**src/hw/rtl/yuvrgb_pkg.sv**
```systemverilog
// Shared constants, types and arithmetic helpers for the YUV420SP to RGB converter.
// No dependencies; used by every module of the converter except yuvrgb_ram.

package yuvrgb_pkg;

  // Line store sizing
  localparam int MAX_WIDTH  = 4096;
  localparam int MAX_HEIGHT = 4096;
  localparam int LINE_DEPTH = MAX_WIDTH / 2;
  localparam int ADDR_W     = $clog2(LINE_DEPTH);

  // Field and counter widths
  localparam int SIZE_W   = 13;
  localparam int COL_W    = 11;
  localparam int ROW_W    = 12;
  localparam int PIX_W    = 8;
  localparam int CHROMA_W = 2 * PIX_W;
  localparam int DATA_W   = 32;
  localparam int PADDR_W  = 3;

  // Q16 colour arithmetic
  localparam int Q_FRAC      = 16;
  localparam int PROD_W      = 26;
  localparam int TERM_W      = 10;
  localparam int SUM_W       = 11;
  localparam int CHROMA_BIAS = 128;
  localparam int PIX_MAX     = 255;

  localparam logic signed [PROD_W-1:0] K_C0_CH0 = PROD_W'(116130);
  localparam logic signed [PROD_W-1:0] K_C0_CH1 = PROD_W'(22544);
  localparam logic signed [PROD_W-1:0] K_C1_CH1 = PROD_W'(46793);
  localparam logic signed [PROD_W-1:0] K_C1_CH2 = PROD_W'(91881);
  localparam logic signed [PROD_W-1:0] TRUNC_BIAS = PROD_W'((1 << Q_FRAC) - 1);

  // Register reset values
  localparam logic [SIZE_W-1:0] RESET_WIDTH  = SIZE_W'(640);
  localparam logic [SIZE_W-1:0] RESET_HEIGHT = SIZE_W'(480);

  typedef enum logic {
    REG_IMAGE_WIDTH  = 1'b0,
    REG_IMAGE_HEIGHT = 1'b1
  } reg_idx_t;

  // Position of the item being accepted
  typedef struct packed {
    logic [ADDR_W-1:0] addr;
    logic              odd;
    logic              eor;
    logic              eof;
  } pos_t;

  // First pipeline stage payload
  typedef struct packed {
    logic [PIX_W-1:0]    luma_left;
    logic [PIX_W-1:0]    luma_right;
    logic [CHROMA_W-1:0] chroma;
    logic                odd;
    logic                eor;
    logic                eof;
  } s1_t;

  // Remove the 128 offset from a chroma byte
  function automatic logic signed [PIX_W:0] chroma_centre(input logic [PIX_W-1:0] b);
    return $signed({1'b0, b}) - $signed((PIX_W + 1)'(CHROMA_BIAS));
  endfunction

  // Divide by 2^16, truncating toward zero
  function automatic logic signed [TERM_W-1:0] trunc_q16(input logic signed [PROD_W-1:0] p);
    logic signed [PROD_W-1:0] biased;
    biased = p[PROD_W-1] ? (p + TRUNC_BIAS) : p;
    return TERM_W'(biased >>> Q_FRAC);
  endfunction

  // Add or subtract a colour term to luma and saturate to 0..255
  function automatic logic [PIX_W-1:0] pix_channel(input logic [PIX_W-1:0] y,
                                                   input logic signed [TERM_W-1:0] t,
                                                   input logic sub);
    logic signed [SUM_W-1:0] yw;
    logic signed [SUM_W-1:0] tw;
    logic signed [SUM_W-1:0] s;
    yw = $signed(SUM_W'(y));
    tw = SUM_W'(t);
    s  = sub ? (yw - tw) : (yw + tw);
    if (s < 0) begin
      return '0;
    end else if (s > $signed(SUM_W'(PIX_MAX))) begin
      return PIX_W'(PIX_MAX);
    end else begin
      return s[PIX_W-1:0];
    end
  endfunction

endpackage

```
**src/hw/rtl/yuvrgb_pos.sv**
```systemverilog
// Raster position tracking: pair column and row counters, size limits, end flags.
// Depends on yuvrgb_pkg.

module yuvrgb_pos (
  input  logic                           clk,
  input  logic                           rst,
  input  logic [yuvrgb_pkg::SIZE_W-1:0]  image_width,
  input  logic [yuvrgb_pkg::SIZE_W-1:0]  image_height,
  input  logic                           advance,
  output yuvrgb_pkg::pos_t               pos
);

  logic [yuvrgb_pkg::COL_W-1:0]  pair_column;
  logic [yuvrgb_pkg::COL_W-1:0]  pair_column_next;
  logic [yuvrgb_pkg::ROW_W-1:0]  row_index;
  logic [yuvrgb_pkg::ROW_W-1:0]  row_index_next;
  logic [yuvrgb_pkg::SIZE_W-1:0] width_even;
  logic [yuvrgb_pkg::SIZE_W-1:0] width_lim;
  logic [yuvrgb_pkg::SIZE_W-1:0] height_lim;
  logic [yuvrgb_pkg::SIZE_W-1:0] pairs;
  logic                          eor;
  logic                          eof;

  always_comb begin
    // ignore the low width bit, then limit both sizes
    width_even = {image_width[yuvrgb_pkg::SIZE_W-1:1], 1'b0};
    if (width_even < yuvrgb_pkg::SIZE_W'(2)) begin
      width_lim = yuvrgb_pkg::SIZE_W'(2);
    end else if (int'(width_even) > yuvrgb_pkg::MAX_WIDTH) begin
      width_lim = yuvrgb_pkg::SIZE_W'(yuvrgb_pkg::MAX_WIDTH);
    end else begin
      width_lim = width_even;
    end
    pairs = width_lim >> 1;

    if (image_height < yuvrgb_pkg::SIZE_W'(2)) begin
      height_lim = yuvrgb_pkg::SIZE_W'(2);
    end else if (int'(image_height) > yuvrgb_pkg::MAX_HEIGHT) begin
      height_lim = yuvrgb_pkg::SIZE_W'(yuvrgb_pkg::MAX_HEIGHT);
    end else begin
      height_lim = image_height;
    end

    eor = (yuvrgb_pkg::SIZE_W'(pair_column) + yuvrgb_pkg::SIZE_W'(1)) >= pairs;
    eof = eor && ((yuvrgb_pkg::SIZE_W'(row_index) + yuvrgb_pkg::SIZE_W'(1)) >= height_lim);

    if (eor) begin
      pair_column_next = '0;
      row_index_next   = eof ? '0 : row_index + yuvrgb_pkg::ROW_W'(1);
    end else begin
      pair_column_next = pair_column + yuvrgb_pkg::COL_W'(1);
      row_index_next   = row_index;
    end

    pos.addr = yuvrgb_pkg::ADDR_W'(pair_column);
    pos.odd  = row_index[0];
    pos.eor  = eor;
    pos.eof  = eof;
  end

  always_ff @(posedge clk) begin
    if (rst) begin
      pair_column <= '0;
      row_index   <= '0;
    end else if (advance) begin
      pair_column <= pair_column_next;
      row_index   <= row_index_next;
    end
  end

endmodule

```
**config.mk**
```make
export PLATFORM = sky130hd
export DESIGN_NAME = yuvrgb_pos
export DESIGN_NICKNAME = d
export VERILOG_FILES = /design/src/hw/rtl/yuvrgb_pkg.sv /design/src/hw/rtl/yuvrgb_pos.sv
export SDC_FILE = /design/constraint.sdc
export NUM_CORES = 1
export LEC_CHECK = 0
export BUFFER_PORTS_ARGS = -buffer_cell sky130_fd_sc_hd__buf_2
export CAP_MARGIN = 20
export CORE_ASPECT_RATIO = 0.75
export CORE_MARGIN = 4
export CORE_UTILIZATION = 30
export CTS_CLUSTER_SIZE = 40
export DETAILED_ROUTE_END_ITERATION = 6
export PLACE_DENSITY = 0.49
export SLEW_MARGIN = 20
export SYNTH_ARGS = -nofsm -noshare
export SYNTH_HDL_FRONTEND = slang
export SYNTH_SLANG_ARGS = --single-unit
```
**constraint.sdc**
```tcl
create_clock -name clk -period 4.3 [get_ports clk]
set_clock_uncertainty 0.2 [all_clocks]
set_input_delay 0 -clock clk [delete_from_list [all_inputs] [get_ports clk]]
set_output_delay 0 -clock clk [all_outputs]
set_load 0.02 [all_outputs]
```
---- Yosys cells after proc, flatten, opt, wreduce, memory -nomap -nowiden ----
Cells that the tools add are included.
Widths: inputs -> output; s select.
storage, ports and cells
  register bits ........................... 23
  bits of input ports ..................... 29
  output and inout port bits .............. 14
  logic and storage cells ................. 20
operators by class
  $add $sub $neg .......................... 4
  magnitude comparators ................... 6
  mux-type cells .......................... 6
  reduce and logical (&&, ||, !) cells .... 2
operator list
  kind                   number
  $mux 13                4
  $gt 13x13->1 const B   2
  $lt 13x2->1 const B    2
  $add 12x1->13 const B  1
  $ge 13x13->1           1
  $add 11x1->12 const B  1
  $add 12x1->12 const B  1
  $ge 12x12->1           1
  $mux 12                1
  $add 11x1->11 const B  1
  $mux 11                1
  $reduce_and 2->1       1
  $logic_and 1x1->1      1

---- Logic depth before layout (Yosys ltp) ----
  word-level depth ........................ 6
  depth in mapped cells ................... 14
  mapped depth without buffers ............ 13

---- Least setup slack after synthesis ----
Ideal clock, no wire load.
  path kind ............................... register to register
  start point ............................. register row_index[0] (netlist bit)
  end point ............................... register row_index[7] (netlist bit)
  library setup time ...................... 0.072 ns
  arrival ................................. 2.993 ns
  required time ........................... 4.028 ns
  slack ................................... 1.035 ns
  stages on the path, launching flop included .. 14
  path buffers ............................ 0
  period minus slack after synthesis ...... 3.265 ns
  cell sequence ........................... dfxtp_1 -> ha_1 -> nand2_1 -> nor3_2 -> nand3_1 -> or3_1 -> nand2_1 -> ha_1 -> a21o_1 -> a21oi_1 -> o221ai_1 -> or2_1 -> o41a_1 -> mux2i_1
between the ends
  cells in the longest elaborated chain, start to end .. 4
  elaborated cells on any way between the ends .. 5
  classes of those cells .................. 2 x add/sub; 1 x order compare; 1 x mux; 1 x reduce/logical
RTL lines
  item                    RTL line          RTL
  start, declared         yuvrgb_pos.sv:15  logic [yuvrgb_pkg::ROW_W-1:0] row_index;
  start signal, assigned  yuvrgb_pos.sv:67  row_index <= row_index_next;
  $add 12x1->13           yuvrgb_pos.sv:45  eof = eor && ((yuvrgb_pkg::SIZE_W'(row_index) + yuvrgb_pkg::SIZE_W'(1)) >= height_lim);
  $ge 13x13->1            yuvrgb_pos.sv:45
  $logic_and 1x1->1       yuvrgb_pos.sv:45
  $mux 12 (*)             yuvrgb_pos.sv:49  row_index_next = eof ? '0 : row_index + yuvrgb_pkg::ROW_W'(1);
Every way passes the cells marked *; elsewhere a longest branch is shown, timed or not.
A chain may end at the register's enable or synchronous reset.

---- Worst setup path in the final report ----
  start point ............................. register pair_column[0] (netlist bit)
  end point ............................... register pair_column[1] (netlist bit)
between the ends
  cells in the longest elaborated chain, start to end .. 3
  elaborated cells on any way between the ends .. 4
  classes of those cells .................. 2 x add/sub; 1 x order compare; 1 x mux
RTL lines
  item                    RTL line          RTL
  start, declared         yuvrgb_pos.sv:13  logic [yuvrgb_pkg::COL_W-1:0] pair_column;
  start signal, assigned  yuvrgb_pos.sv:66  pair_column <= pair_column_next;
  $add 11x1->12           yuvrgb_pos.sv:44  eor = (yuvrgb_pkg::SIZE_W'(pair_column) + yuvrgb_pkg::SIZE_W'(1)) >= pairs;
  $ge 12x12->1            yuvrgb_pos.sv:44
  $mux 11 (*)             yuvrgb_pos.sv:47  if (eor) begin
Marked as above.

==> results.json <==
{
  "report.final.setup_viol": 0,
  "finalHoldViolCount": 0,
  "netlist_instances": 256,
  "power.share.combinational_pct": 18.9,
  "power_density_mw_per_mm2": 187,
  "synth_enable_flop_cells": 0,
  "fp.dieArea_mm2": 0.00818,
  "switching_share_pct": 28.3,
  "tightest_slew_ns": 0.628,
  "post-dp-hpwl_um": 4110,
  "layout_worst_path_cycle_share_pct": 90.3,
  "routed_via_density": 4.90,
  "switching_power_summed_over_all_nets_w": 0.000125,
  "clkLatencyLatePin_ns": 0.27,
  "wl_per_cell_um": 13.4,
  "yosysUniqueCellTypes": 49,
  "power_report.internal_total_w": 0.000315,
  "grt_antenna_before_repair": 0,
  "power_w": 0.000440,
  "chipWidth_um": 103,
  "power.share.clock_pct": 31.6,
  "relSlewSlack_pct": 58.0,
  "dr_total_vias": 1844,
  "htree_levels": 1,
  "cts_tree": "built",
  "crit_slowest_cell": "sky130_fd_sc_hd__dlygate4sd3_1",
  "peakVddDrop_mv": 0.103,
  "antenna_left": 0,
  "number_of_detailed_route_iterations_in_the_first_pass": 5,
  "timing.final.crit_period_ns": 3.88,
  "register_bit_count_reported_by_yosys": 23,
  "timing.final.max_slew_violations": 0,
  "clock_tree.buffer_depth": 2,
  "r2r_slack_ns": 0.42,
  "synthesis.area_per_instance_um2": 7.95,
  "final_nets": 352,
  "setup-tns-final_ns": 0,
  "crit_end": "pair_column[1]",
  "power.share.sequential_pct": 49.5,
  "postCtsResizedCells": 0,
  "cts_buf_count": 3,
  "startpoint_type": "flip-flop",
  "ctsRootBufferMaster": "sky130_fd_sc_hd__clkbuf_8",
  "clock-sinks": 23,
  "critPathMostFrequentCell": "sky130_fd_sc_hd__ha_1",
  "most_common_cell_after_layout_fill_and_taps_aside": "sky130_fd_sc_hd__buf_2",
  "clock.fmax_ghz": 0.258,
  "drtIter0Drc": 73,
  "drive_above_1_share_pct": 18.6,
  "rr_endpoint": "pair_column[1]",
  "hold_class": "flip-flop to flip-flop",
  "die-height_um": 79.3,
  "grt_start_max_net_pins": 14,
  "timing.critical_path.to_type": "flip-flop",
  "synthFlopType": "sky130_fd_sc_hd__dfxtp_1",
  "pleak_nw": 1.16,
  "io_buffers": 41,
  "async_reset_ff_share_pct": 0,
  "synth.yosys.seq_area_share_pct": 22.6,
  "syn_nets": 312,
  "worst_r2r_path_depth": 14,
  "critical_path_peak_fanout": 13,
  "cp_cell_sequence": "ha_1, and3_1, nand3_1, nor3_1, xor2_1, ha_1, a21oi_2, nand2_1, a211o_1, a41oi_4, inv_2, a2bb2oi_1, nor2_1, dlygate4sd3_1",
  "antenna-diode-count": 0,
  "criticalPathCategory": "flip-flop to flip-flop",
  "grt_overflow_total": 0,
  "critPathArrivalTime_ns": 3.90,
  "area_growth_pct": 15.9,
  "cpPeakStageDelay_ns": 0.54,
  "grt_pass1_wl_um": 8390,
  "path_clk_slew_ns": 0.08,
  "timing.max_cap.violations": 0,
  "vias_in_the_first_global_route": 1722,
  "status": "completed",
  "gpl.final_weighted_congestion": 0.782,
  "core_outline_area_mm2": 0.00644,
  "layout_common_cells": "sky130_fd_sc_hd__buf_2 (41), sky130_fd_sc_hd__nand2_1 (40), sky130_fd_sc_hd__ha_1 (27), sky130_fd_sc_hd__dfxtp_1 (23), sky130_fd_sc_hd__nor2_1 (19)",
  "r2r_start": "pair_column[0]",
  "std_cell_rows": 25,
  "cts_setup_buffers": 0,
  "grt_setup_unrepaired": "false",
  "yosys_warnings": 0,
  "cts_hold_repair_buffers": 3,
  "setup.worst_path.start": "pair_column[0]",
  "crit_required_ns": 4.32,
  "start_util_pct": 31.6,
  "detail_route.drc_violations": 0,
  "io-pin-count": 43,
  "syn_area_mm2": 0.00203,
  "detailed_route_wire_length_um": 5040,
  "grt_util_all_layers_pct": 12.7,
  "number_of_fill_cells": 696
}
[kinds of logic after synthesis]
logic type	synth area share, %
and+or+nand+nor	27.7
AOI/OAI and AO/OA	19.0
buffers and inverters	5.78
adders and majority gates	16.6
DFF	22.6
muxes	0.984
xor gates and xnor gates	7.32
[final cells by class]
type                       instances  area [µm²]  area share [%]
clock buffer                       4        45.0            1.91
inverter                          14        52.6            2.23
multi-input combinational        209        1460            61.8
sequential                        23         460            19.5
tap                               81         101            4.30
timing repair buffer              45         243            10.3
[per-stage QoR]
| step | setup WS, ns | area [µm²] | instances | util [%] | hold slack, ns |
|---|---|---|---|---|---|
| floorplan | 1.04 | 2030 | 256 | - | 0.0886 |
| global placement | 0.619 | 2280 | 369 | 35.4 | 0.129 |
| detailed placement | 0.664 | 2280 | 369 | 35.4 | 0.129 |
| finish | 0.419 | 2360 | 376 | 36.6 | 0.299 |
| CTS | 0.383 | 2360 | 376 | 36.6 | 0.298 |
| global route | 0.0597 | 2360 | 376 | 36.6 | 0.325 |
[power by group through the flow]
| stage | Combinational, W | Sequential [W] | Clock, W |
|---|---|---|---|
| 2_1_floorplan | 0.0000506 | 0.000224 | 0 |
| 3_3_place_gp | 0.0000805 | 0.000223 | 0 |
| 3_5_place_dp | 0.0000808 | 0.000223 | 0 |
| 4_1_cts | 0.0000837 | 0.000218 | 0.000145 |
| 5_1_grt | 0.0000952 | 0.000219 | 0.000153 |
| 6_report | 0.0000832 | 0.000218 | 0.000139 |
[worst min-delay path by stage]
| stage | startpoint | to | slack [ns] | cells after the start |
|---|---|---|---|---|
| global placement | rst | pair_column[1] | 0.13 | 2 |
| floorplan | rst | pair_column[1] | 0.09 | 2 |
| detailed placement | rst | pair_column[1] | 0.13 | 2 |
| global route | row_index[10] | row_index[10] | 0.32 | 1 |
| finish | row_index[1] | row_index[1] | 0.30 | 2 |
| CTS | row_index[1] | row_index[1] | 0.30 | 2 |
[routing by layer]
metal  GRT usage (%)  vias to the layer above  routed length [µm]
li1                -                     1003                   -
met1            21.1                      819                2890
met2            16.8                       20                1980
met3            2.37                        2                 146
met4            1.16                        0                  13
met5               0                        -                   0
[flip-flops by register name, summed over array words and instances, names as in the netlist]
register and cells:
row_index 12, pair_column 11
[synth_stat cells (2+ instances only)]
cell type,n,area share (%)
sky130_fd_sc_hd__nand2_1,40,7.4
sky130_fd_sc_hd__ha_1,27,17
sky130_fd_sc_hd__dfxtp_1,23,23
sky130_fd_sc_hd__nor2_1,19,3.5
sky130_fd_sc_hd__nand3_1,15,3.7
sky130_fd_sc_hd__inv_1,13,2.4
sky130_fd_sc_hd__xor2_1,9,3.9
sky130_fd_sc_hd__and3_1,8,2.5
sky130_fd_sc_hd__xnor2_1,8,3.4
sky130_fd_sc_hd__nand2b_1,7,2.2
sky130_fd_sc_hd__a21o_1,5,1.8
sky130_fd_sc_hd__a21oi_1,5,1.2
sky130_fd_sc_hd__nor3_1,5,1.2
sky130_fd_sc_hd__nor4_1,5,1.5
sky130_fd_sc_hd__o21ai_0,5,1.2
sky130_fd_sc_hd__a22o_1,4,1.7
sky130_fd_sc_hd__clkbuf_1,4,0.74
sky130_fd_sc_hd__nand4_1,4,1.2
sky130_fd_sc_hd__o31ai_1,4,1.5
sky130_fd_sc_hd__a221o_1,3,1.5
sky130_fd_sc_hd__buf_4,3,1.1
sky130_fd_sc_hd__o21ai_1,3,0.74
sky130_fd_sc_hd__o2bb2ai_1,3,1.3
sky130_fd_sc_hd__a211oi_1,2,0.74
sky130_fd_sc_hd__a31oi_1,2,0.61
sky130_fd_sc_hd__a41o_1,2,0.98
sky130_fd_sc_hd__and4_1,2,0.86
sky130_fd_sc_hd__buf_6,2,1.1
sky130_fd_sc_hd__mux2i_1,2,0.98
sky130_fd_sc_hd__o22ai_1,2,0.61
sky130_fd_sc_hd__or2_2,2,0.61
[worst max-delay path: cells and delay by family, from the launching register on]
kind	cells	cell delay (ns)
xor gates and xnor gates	1	0.22
and+or+nand+nor	5	0.77
AOI/OAI and AO/OA	4	0.92
buffers and inverters	2	0.73
DFF	1	0.45
adders and majority gates	2	0.52
(Power assumes the default switching activity.)
