$ cat src/hw/rtl/yuvrgb_pkg.sv
// Shared constants, types and arithmetic helpers for the YUV420SP to RGB converter.
// No dependencies; used by every module of the converter except yuvrgb_ram.

package yuvrgb_pkg;

  // Line store sizing
  localparam int MAX_WIDTH  = 4096;
  localparam int MAX_HEIGHT = 4096;
  localparam int LINE_DEPTH = MAX_WIDTH / 2;
  localparam int ADDR_W     = $clog2(LINE_DEPTH);

  // Field and counter widths
  localparam int SIZE_W   = 13;
  localparam int COL_W    = 11;
  localparam int ROW_W    = 12;
  localparam int PIX_W    = 8;
  localparam int CHROMA_W = 2 * PIX_W;
  localparam int DATA_W   = 32;
  localparam int PADDR_W  = 3;

  // Q16 colour arithmetic
  localparam int Q_FRAC      = 16;
  localparam int PROD_W      = 26;
  localparam int TERM_W      = 10;
  localparam int SUM_W       = 11;
  localparam int CHROMA_BIAS = 128;
  localparam int PIX_MAX     = 255;

  localparam logic signed [PROD_W-1:0] K_C0_CH0 = PROD_W'(116130);
  localparam logic signed [PROD_W-1:0] K_C0_CH1 = PROD_W'(22544);
  localparam logic signed [PROD_W-1:0] K_C1_CH1 = PROD_W'(46793);
  localparam logic signed [PROD_W-1:0] K_C1_CH2 = PROD_W'(91881);
  localparam logic signed [PROD_W-1:0] TRUNC_BIAS = PROD_W'((1 << Q_FRAC) - 1);

  // Register reset values
  localparam logic [SIZE_W-1:0] RESET_WIDTH  = SIZE_W'(640);
  localparam logic [SIZE_W-1:0] RESET_HEIGHT = SIZE_W'(480);

  typedef enum logic {
    REG_IMAGE_WIDTH  = 1'b0,
    REG_IMAGE_HEIGHT = 1'b1
  } reg_idx_t;

  // Position of the item being accepted
  typedef struct packed {
    logic [ADDR_W-1:0] addr;
    logic              odd;
    logic              eor;
    logic              eof;
  } pos_t;

  // First pipeline stage payload
  typedef struct packed {
    logic [PIX_W-1:0]    luma_left;
    logic [PIX_W-1:0]    luma_right;
    logic [CHROMA_W-1:0] chroma;
    logic                odd;
    logic                eor;
    logic                eof;
  } s1_t;

  // Remove the 128 offset from a chroma byte
  function automatic logic signed [PIX_W:0] chroma_centre(input logic [PIX_W-1:0] b);
    return $signed({1'b0, b}) - $signed((PIX_W + 1)'(CHROMA_BIAS));
  endfunction

  // Divide by 2^16, truncating toward zero
  function automatic logic signed [TERM_W-1:0] trunc_q16(input logic signed [PROD_W-1:0] p);
    logic signed [PROD_W-1:0] biased;
    biased = p[PROD_W-1] ? (p + TRUNC_BIAS) : p;
    return TERM_W'(biased >>> Q_FRAC);
  endfunction

  // Add or subtract a colour term to luma and saturate to 0..255
  function automatic logic [PIX_W-1:0] pix_channel(input logic [PIX_W-1:0] y,
                                                   input logic signed [TERM_W-1:0] t,
                                                   input logic sub);
    logic signed [SUM_W-1:0] yw;
    logic signed [SUM_W-1:0] tw;
    logic signed [SUM_W-1:0] s;
    yw = $signed(SUM_W'(y));
    tw = SUM_W'(t);
    s  = sub ? (yw - tw) : (yw + tw);
    if (s < 0) begin
      return '0;
    end else if (s > $signed(SUM_W'(PIX_MAX))) begin
      return PIX_W'(PIX_MAX);
    end else begin
      return s[PIX_W-1:0];
    end
  endfunction

endpackage

$ cat src/hw/rtl/yuvrgb_color.sv
// Colour conversion back end: Q16 products, then truncation, luma add and clamp.
// Holds the second stage and the output register; depends on yuvrgb_pkg.

module yuvrgb_color (
  input  logic                              clk,
  input  logic                              rst,
  input  logic                              s1_valid,
  input  yuvrgb_pkg::s1_t                   s1,
  input  logic [yuvrgb_pkg::CHROMA_W-1:0]   line_q,
  output logic                              ready,
  output logic                              out_valid,
  input  logic                              out_stall,
  output logic [yuvrgb_pkg::PIX_W-1:0]      left_ch0,
  output logic [yuvrgb_pkg::PIX_W-1:0]      left_ch1,
  output logic [yuvrgb_pkg::PIX_W-1:0]      left_ch2,
  output logic [yuvrgb_pkg::PIX_W-1:0]      right_ch0,
  output logic [yuvrgb_pkg::PIX_W-1:0]      right_ch1,
  output logic [yuvrgb_pkg::PIX_W-1:0]      right_ch2,
  output logic                              end_of_row,
  output logic                              end_of_frame
);

  typedef struct packed {
    logic [yuvrgb_pkg::PIX_W-1:0]         luma_left;
    logic [yuvrgb_pkg::PIX_W-1:0]         luma_right;
    logic signed [yuvrgb_pkg::PROD_W-1:0] p0;
    logic signed [yuvrgb_pkg::PROD_W-1:0] p1;
    logic signed [yuvrgb_pkg::PROD_W-1:0] p2;
    logic                                 eor;
    logic                                 eof;
  } s2_t;

  logic                                 v2;
  s2_t                                  s2;
  s2_t                                  s2_next;
  logic                                 en2;
  logic                                 en3;
  logic [yuvrgb_pkg::CHROMA_W-1:0]      chroma;
  logic signed [yuvrgb_pkg::PIX_W:0]    c0;
  logic signed [yuvrgb_pkg::PIX_W:0]    c1;
  logic signed [yuvrgb_pkg::PROD_W-1:0] c0w;
  logic signed [yuvrgb_pkg::PROD_W-1:0] c1w;
  logic signed [yuvrgb_pkg::TERM_W-1:0] t0;
  logic signed [yuvrgb_pkg::TERM_W-1:0] t1;
  logic signed [yuvrgb_pkg::TERM_W-1:0] t2;

  assign en3   = !out_valid || !out_stall;
  assign en2   = !v2 || en3;
  assign ready = en2;

  // odd rows take the stored chroma pair, even rows their own
  always_comb begin
    chroma = s1.odd ? line_q : s1.chroma;
    c0     = yuvrgb_pkg::chroma_centre(chroma[yuvrgb_pkg::PIX_W-1:0]);
    c1     = yuvrgb_pkg::chroma_centre(chroma[yuvrgb_pkg::CHROMA_W-1:yuvrgb_pkg::PIX_W]);
    c0w    = yuvrgb_pkg::PROD_W'(c0);
    c1w    = yuvrgb_pkg::PROD_W'(c1);

    s2_next.luma_left  = s1.luma_left;
    s2_next.luma_right = s1.luma_right;
    s2_next.p0         = c0w * yuvrgb_pkg::K_C0_CH0;
    s2_next.p1         = c0w * yuvrgb_pkg::K_C0_CH1 + c1w * yuvrgb_pkg::K_C1_CH1;
    s2_next.p2         = c1w * yuvrgb_pkg::K_C1_CH2;
    s2_next.eor        = s1.eor;
    s2_next.eof        = s1.eof;
  end

  always_comb begin
    t0 = yuvrgb_pkg::trunc_q16(s2.p0);
    t1 = yuvrgb_pkg::trunc_q16(s2.p1);
    t2 = yuvrgb_pkg::trunc_q16(s2.p2);
  end

  always_ff @(posedge clk) begin
    if (rst) begin
      v2        <= 1'b0;
      out_valid <= 1'b0;
    end else begin
      if (en2) begin
        v2 <= s1_valid;
      end
      if (en3) begin
        out_valid <= v2;
      end
    end
  end

  always_ff @(posedge clk) begin
    if (en2) begin
      s2 <= s2_next;
    end
    if (en3) begin
      left_ch0     <= yuvrgb_pkg::pix_channel(s2.luma_left,  t0, 1'b0);
      left_ch1     <= yuvrgb_pkg::pix_channel(s2.luma_left,  t1, 1'b1);
      left_ch2     <= yuvrgb_pkg::pix_channel(s2.luma_left,  t2, 1'b0);
      right_ch0    <= yuvrgb_pkg::pix_channel(s2.luma_right, t0, 1'b0);
      right_ch1    <= yuvrgb_pkg::pix_channel(s2.luma_right, t1, 1'b1);
      right_ch2    <= yuvrgb_pkg::pix_channel(s2.luma_right, t2, 1'b0);
      end_of_row   <= s2.eor;
      end_of_frame <= s2.eof;
    end
  end

endmodule

$ cat config.mk
export PLATFORM = sky130hd
export DESIGN_NAME = yuvrgb_color
export DESIGN_NICKNAME = d
export VERILOG_FILES = /design/src/hw/rtl/yuvrgb_pkg.sv /design/src/hw/rtl/yuvrgb_color.sv
export SDC_FILE = /design/constraint.sdc
export NUM_CORES = 1
export LEC_CHECK = 0
export BUFFER_PORTS_ARGS = -buffer_cell sky130_fd_sc_hd__buf_2
export CORE_MARGIN = 1
export CORE_UTILIZATION = 25
export CTS_CLUSTER_SIZE = 24
export DETAILED_ROUTE_END_ITERATION = 6
export SYNTH_ARGS = -nofsm -noshare
export SYNTH_HDL_FRONTEND = slang
export SYNTH_SLANG_ARGS = --single-unit
$ cat constraint.sdc
create_clock -name clk -period 7.35 [get_ports clk]
set_input_delay 0.3675 -clock clk [delete_from_list [all_inputs] [get_ports clk]]
set_output_delay 0.3675 -clock clk [all_outputs]
set_load 0.03 [all_outputs]
## Yosys cells after proc, flatten, opt, wreduce, memory -nomap -nowiden

Cells that the tools add are included.

| word-level totals | value |
|---|---|
| bits in registers | 147 |
| input port bits | 55 |
| output and inout port bits | 52 |
| word-level logic and storage cells | 60 |

| operators by class | value |
|---|---|
| add/subtract/negate cells | 12 |
| multipliers | 4 |
| order comparisons | 12 |
| mux-type cells | 10 |
| reductions and logical operators | 5 |

Operator list:

| cell | count |
|---|---|
| 26-bit by 17-bit adder with 26-bit output (second input constant) | 3 |
| 26-bit two-way mux | 3 |
| 11-bit by 9-bit greater-than comparator with 1-bit output (second input constant) | 6 |
| 11-bit by 1-bit < comparator with 1-bit output (second input constant) | 6 |
| 8-bit two-way mux | 6 |
| 9-bit by 10-bit adder with 11-bit output | 4 |
| 25-bit by 26-bit adder with 26-bit output | 1 |
| 9-bit by 17-bit multiplier with 26-bit output (second input constant) | 1 |
| 9-bit by 18-bit multiplier with 26-bit output (second input constant) | 1 |
| 9-bit by 17-bit multiplier with 25-bit output (second input constant) | 1 |
| 9-bit by 10-bit subtractor with 11-bit output | 2 |
| 9-bit by 12-bit multiplier with 21-bit output (second input constant) | 1 |
| 8-bit by 8-bit subtractor with 9-bit output (second input constant) | 2 |
| 16-bit two-way mux | 1 |
| 1-bit zero test | 3 |
| 1-bit logical OR | 2 |

## Depth between registers and ports, before layout

| depth | value |
|---|---|
| depth in word-level cells | 5 |
| gate-level depth with buffers | 29 |
| depth with buffers taken out | 27 |

## Worst setup path before layout

OpenSTA, ideal clock, no wires.

| timing | value |
|---|---|
| kind | input to register |
| from | input port s1[2] (netlist name) |
| to | register s2[53] (netlist name) (data pin) |
| library setup time | 270 ps |
| arrival time | 7273 ps |
| data required time | 7080 ps |
| slack | -192 ps |
| stages | 25 |
| buffers on the path | 2 |
| cell sequence | clkbuf_1 > buf_1 > mux2i_1 > inv_1 > ha_1 > fa_1 > inv_1 > fa_1 > fa_1 > inv_1 > ha_1 > ha_1 > nor2b_1 > o21a_1 > or3_1 > nand2_1 > fa_1 > fa_1 > inv_1 > ha_1 > nor2b_1 > a2111oi_2 > o31ai_1 > o41ai_2 > xor2_1 |

RTL lines:

| item | line | text |
|---|---|---|
| start, declared | yuvrgb_color.sv:8 | `input yuvrgb_pkg::s1_t s1,` |
| end signal, assigned | yuvrgb_color.sv:90 | `s2 <= s2_next;` |
| end, declared | yuvrgb_color.sv:34 | `s2_t s2;` |

==> run metrics <==
result of the run=finished, final reports clean; number of antenna violations at the first check in global routing=2; critical path buffer and inverter count=6; number of enable-type register cells in the synthesized netlist=~140; via count=roughly 12000; final worst clock skew=0.01205 ns; met2 usage in global routing=a little under a quarter; Post-Syn Instances=between 1500 and 2000; area added between synthesis and finish=14.24%; Vias/cell=about 4.6; Die Width=254.7 µm; area taken by flip-flops and latches=roughly 4300 µm²; Setup crit end kind=register; Core Util, Final=approximately 29%; post-route ant nets=0; clock network latency to the later pin of the worst-skew pair=0.47 ns; synthesized cell area=around 16000 µm²; initial cell density of the core=about a quarter; largest buffer count on any clock path=2; drt first-iter violations=431; share of the yosys chip area belonging to registers=approximately 27%; clock-pin slew on the worst setup and hold paths=about 0.07 ns; crit path time final=6.789 ns; CTS tree=yes; quantity of gates resized following cts=0; number of synthesized register bits=about 140; quantity of hold-fixing buffers added after cts=0; # DRC=0; slew margin rel.=about a third; filler cell count=between 6000 and 7000; vias in the first global route=about 12000; cell accounting for the most synthesized area=sky130_fd_sc_hd__edfxtp_1; global-route wire length before repair=between 60000 and 70000 µm; post-synth top area share=between 20% and 30%; number of distinct library cells after synthesis=slightly below 80; Final Wtd Congestion=0.9081; Total Routing Usage GR=13.10%; Mapped Nets=just under 2000; number of H-tree levels=4; largest net degree at the start of global routing=55; aggregate global routing overflow=0; share of layout cells above drive strength 1=around an eighth; layer with the highest usage=met2; row count=a little over 90; final-report setup violation count=0; critical path class=in -> reg; primary flip-flop cell chosen by synthesis mapping=sky130_fd_sc_hd__edfxtp_1; Detailed Routing Iterations Pass 1=5; number of warnings issued by yosys=0; worst hold margin=just over 0.06 ns; startpoint type of the worst setup path=input port; Arrival @ worst endpoint=approximately 7 ns; Worst path top cell family by delay=adder cells; Worst Max-Slew Pin Slew=0.9669 ns; setup repair after global routing missed its margin=false; number of ports placed on the die boundary=~110; cells taking the most area after synthesis=sky130_fd_sc_hd__edfxtp_1, sky130_fd_sc_hd__ha_1, sky130_fd_sc_hd__fa_1, sky130_fd_sc_hd__inv_1, sky130_fd_sc_hd__xnor2_1; number of max-capacitance violations reported=0; combined area of the multi-input logic cells=between 10000 and 15000 µm²; count of buffers inserted at the top-level ports=approximately 110; fraction of synthesis flops using an asynchronous set or reset pin=0%; hpwl dp=34400 µm; Die Area=around 65000 µm²; wire per inst=between 15 and 20 µm; Inserted Clock Buffers=17; critical path data required time=approximately 7.6 ns; met1 Usage GRT=between 10% and 20%; final worst-path cycle share=92.37%; Floorplan Core Area=approximately 63000 µm²; largest fanout of any net on the critical path=6; cell at the root of the clock tree=sky130_fd_sc_hd__clkbuf_16; fin. max-slew vios=0; Achievable Freq=147.3 MHz; count of cells along the worst register-to-register path=13; path length in cells of the critical path=25; Final #Nets=around 2100; path class of the lowest-slack min-delay path=in -> reg; synthesized area per cell=10.53 µm²; Cells on Worst Hold Path=2; CTS Sinks=~140; Max stage delay on crit path=roughly 0.55 ns; number of failing hold endpoints at the final stage=0; Post-Route WL=slightly above 40000 µm; Post-CTS Setup Inserts=0; Die Y-Extent=254.7 µm; Max stage delay cell, worst path=sky130_fd_sc_hd__fa_1; global-route track usage on met3=1.980%
[cells in the final DEF, fill, tap and decap left out, types with 7 or more instances in the layout]
cell,instances
sky130_fd_sc_hd__and3_1,15
sky130_fd_sc_hd__inv_6,7
sky130_fd_sc_hd__nor3_1,18
sky130_fd_sc_hd__nand2_1,45
sky130_fd_sc_hd__a221oi_1,9
sky130_fd_sc_hd__nand2b_1,15
sky130_fd_sc_hd__a211oi_1,11
sky130_fd_sc_hd__mux2i_1,8
sky130_fd_sc_hd__xnor2_1,72
sky130_fd_sc_hd__o21bai_1,13
sky130_fd_sc_hd__o21ai_0,67
sky130_fd_sc_hd__a21o_1,23
sky130_fd_sc_hd__edfxtp_1,141
sky130_fd_sc_hd__a21oi_1,85
sky130_fd_sc_hd__inv_1,234
sky130_fd_sc_hd__or3_1,9
sky130_fd_sc_hd__buf_4,16
sky130_fd_sc_hd__o21a_1,39
sky130_fd_sc_hd__and2_1,10
sky130_fd_sc_hd__xor2_1,38
sky130_fd_sc_hd__o21ai_1,12
sky130_fd_sc_hd__clkbuf_16,17
sky130_fd_sc_hd__ha_1,280
sky130_fd_sc_hd__nor4_1,11
sky130_fd_sc_hd__buf_2,106
sky130_fd_sc_hd__nand3_1,17
sky130_fd_sc_hd__fa_1,126
sky130_fd_sc_hd__nand4_1,13
sky130_fd_sc_hd__nor2b_1,25
sky130_fd_sc_hd__nor2_1,66
[sequential cells by signal, indices dropped and copies added, names as in the netlist]
signal	flops
s2	91
left_ch2	8
right_ch0	8
end_of_row	1
right_ch1	8
v2	1
out_valid	1
left_ch1	8
right_ch2	8
end_of_frame	1
left_ch0	8
[final timing paths]
kind | startpoint | end | slack, ns
setup / recovery | s1[2] | s2[53] | 0.56
hold / removal | rst | v2 | 0.06
setup reg to reg | s2[69] | right_ch0[6] | 2.48
hold reg to reg | s2[1] | end_of_row | 0.43
[cell families after synthesis]
group	after synthesis	share of synthesized area, %
xor gates and xnor gates	110	6.033
and+or+nand+nor	266	8.619
DFF	143	26.76
AOI/OAI and AO/OA	327	13.81
adders and majority gates	408	37.86
muxes	16	1.050
buffers and inverters	247	5.868
[routing by layer]
| metal | routed length (µm) | vias up |
|---|---|---|
| li1 | - | 5615 |
| met1 | 18170 | 5620 |
| met2 | 20260 | 243 |
| met3 | 1449 | 52 |
| met4 | 1074 | 0 |
| met5 | 0 | - |
[Yosys cell counts (3+ instances only)]
library cell	n
sky130_fd_sc_hd__a21o_1	23
sky130_fd_sc_hd__nor2b_1	25
sky130_fd_sc_hd__nor2_1	66
sky130_fd_sc_hd__a31oi_1	5
sky130_fd_sc_hd__nor3_1	18
sky130_fd_sc_hd__a21oi_1	85
sky130_fd_sc_hd__a21bo_2	3
sky130_fd_sc_hd__a2111oi_0	3
sky130_fd_sc_hd__o31a_1	6
sky130_fd_sc_hd__a222oi_1	3
sky130_fd_sc_hd__o41ai_2	3
sky130_fd_sc_hd__a21oi_2	3
sky130_fd_sc_hd__clkbuf_1	9
sky130_fd_sc_hd__o21ai_0	67
sky130_fd_sc_hd__inv_1	234
sky130_fd_sc_hd__and2_1	10
sky130_fd_sc_hd__mux2i_1	10
sky130_fd_sc_hd__nand2_1	46
sky130_fd_sc_hd__or3_1	9
sky130_fd_sc_hd__a221oi_1	9
sky130_fd_sc_hd__ha_1	280
sky130_fd_sc_hd__nand3_1	18
sky130_fd_sc_hd__nand4_1	13
sky130_fd_sc_hd__o21ai_1	12
sky130_fd_sc_hd__o211ai_1	5
sky130_fd_sc_hd__and3_1	15
sky130_fd_sc_hd__o22ai_1	4
sky130_fd_sc_hd__nor4_1	11
sky130_fd_sc_hd__fa_1	126
sky130_fd_sc_hd__a211oi_1	11
sky130_fd_sc_hd__o21bai_1	13
sky130_fd_sc_hd__o21a_1	39
sky130_fd_sc_hd__nand2b_1	15
sky130_fd_sc_hd__mux2_2	6
sky130_fd_sc_hd__and4_1	3
sky130_fd_sc_hd__xor2_1	38
sky130_fd_sc_hd__xnor2_1	72
sky130_fd_sc_hd__or2_2	6
sky130_fd_sc_hd__edfxtp_1	141
[stage by stage]
step / TNS [ns] / instances / worst slack (ns) / area (µm²)
2_1_floorplan: 0 / 1517 / 0.06731 / 15970
3_3_place_gp: 0 / 2472 / 0.1744 / 17640
3_5_place_dp: -0.008258 / 2472 / -0.008258 / 17640
4_1_cts: 0 / 2504 / 0.5067 / 18240
5_1_grt: 0 / 2504 / 0.2260 / 18240
6_report: 0 / 2505 / 0.5610 / 18240
[final cells by class]
class | count | share of cell area, %
Timing Repair Buffer | 122 | 3.567
Antenna cell | 1 | 0.01372
Clock inverter | 15 | 0.9465
Clock buffer | 17 | 2.332
Inverter | 234 | 4.815
Sequential cell | 143 | 23.43
Multi-Input combinational cell | 1127 | 59.09
Tap cell | 846 | 5.802
Power is left out: the tool's default activity adds up to more than one toggle a clock period on the data nets, which glitch-free logic cannot reach.
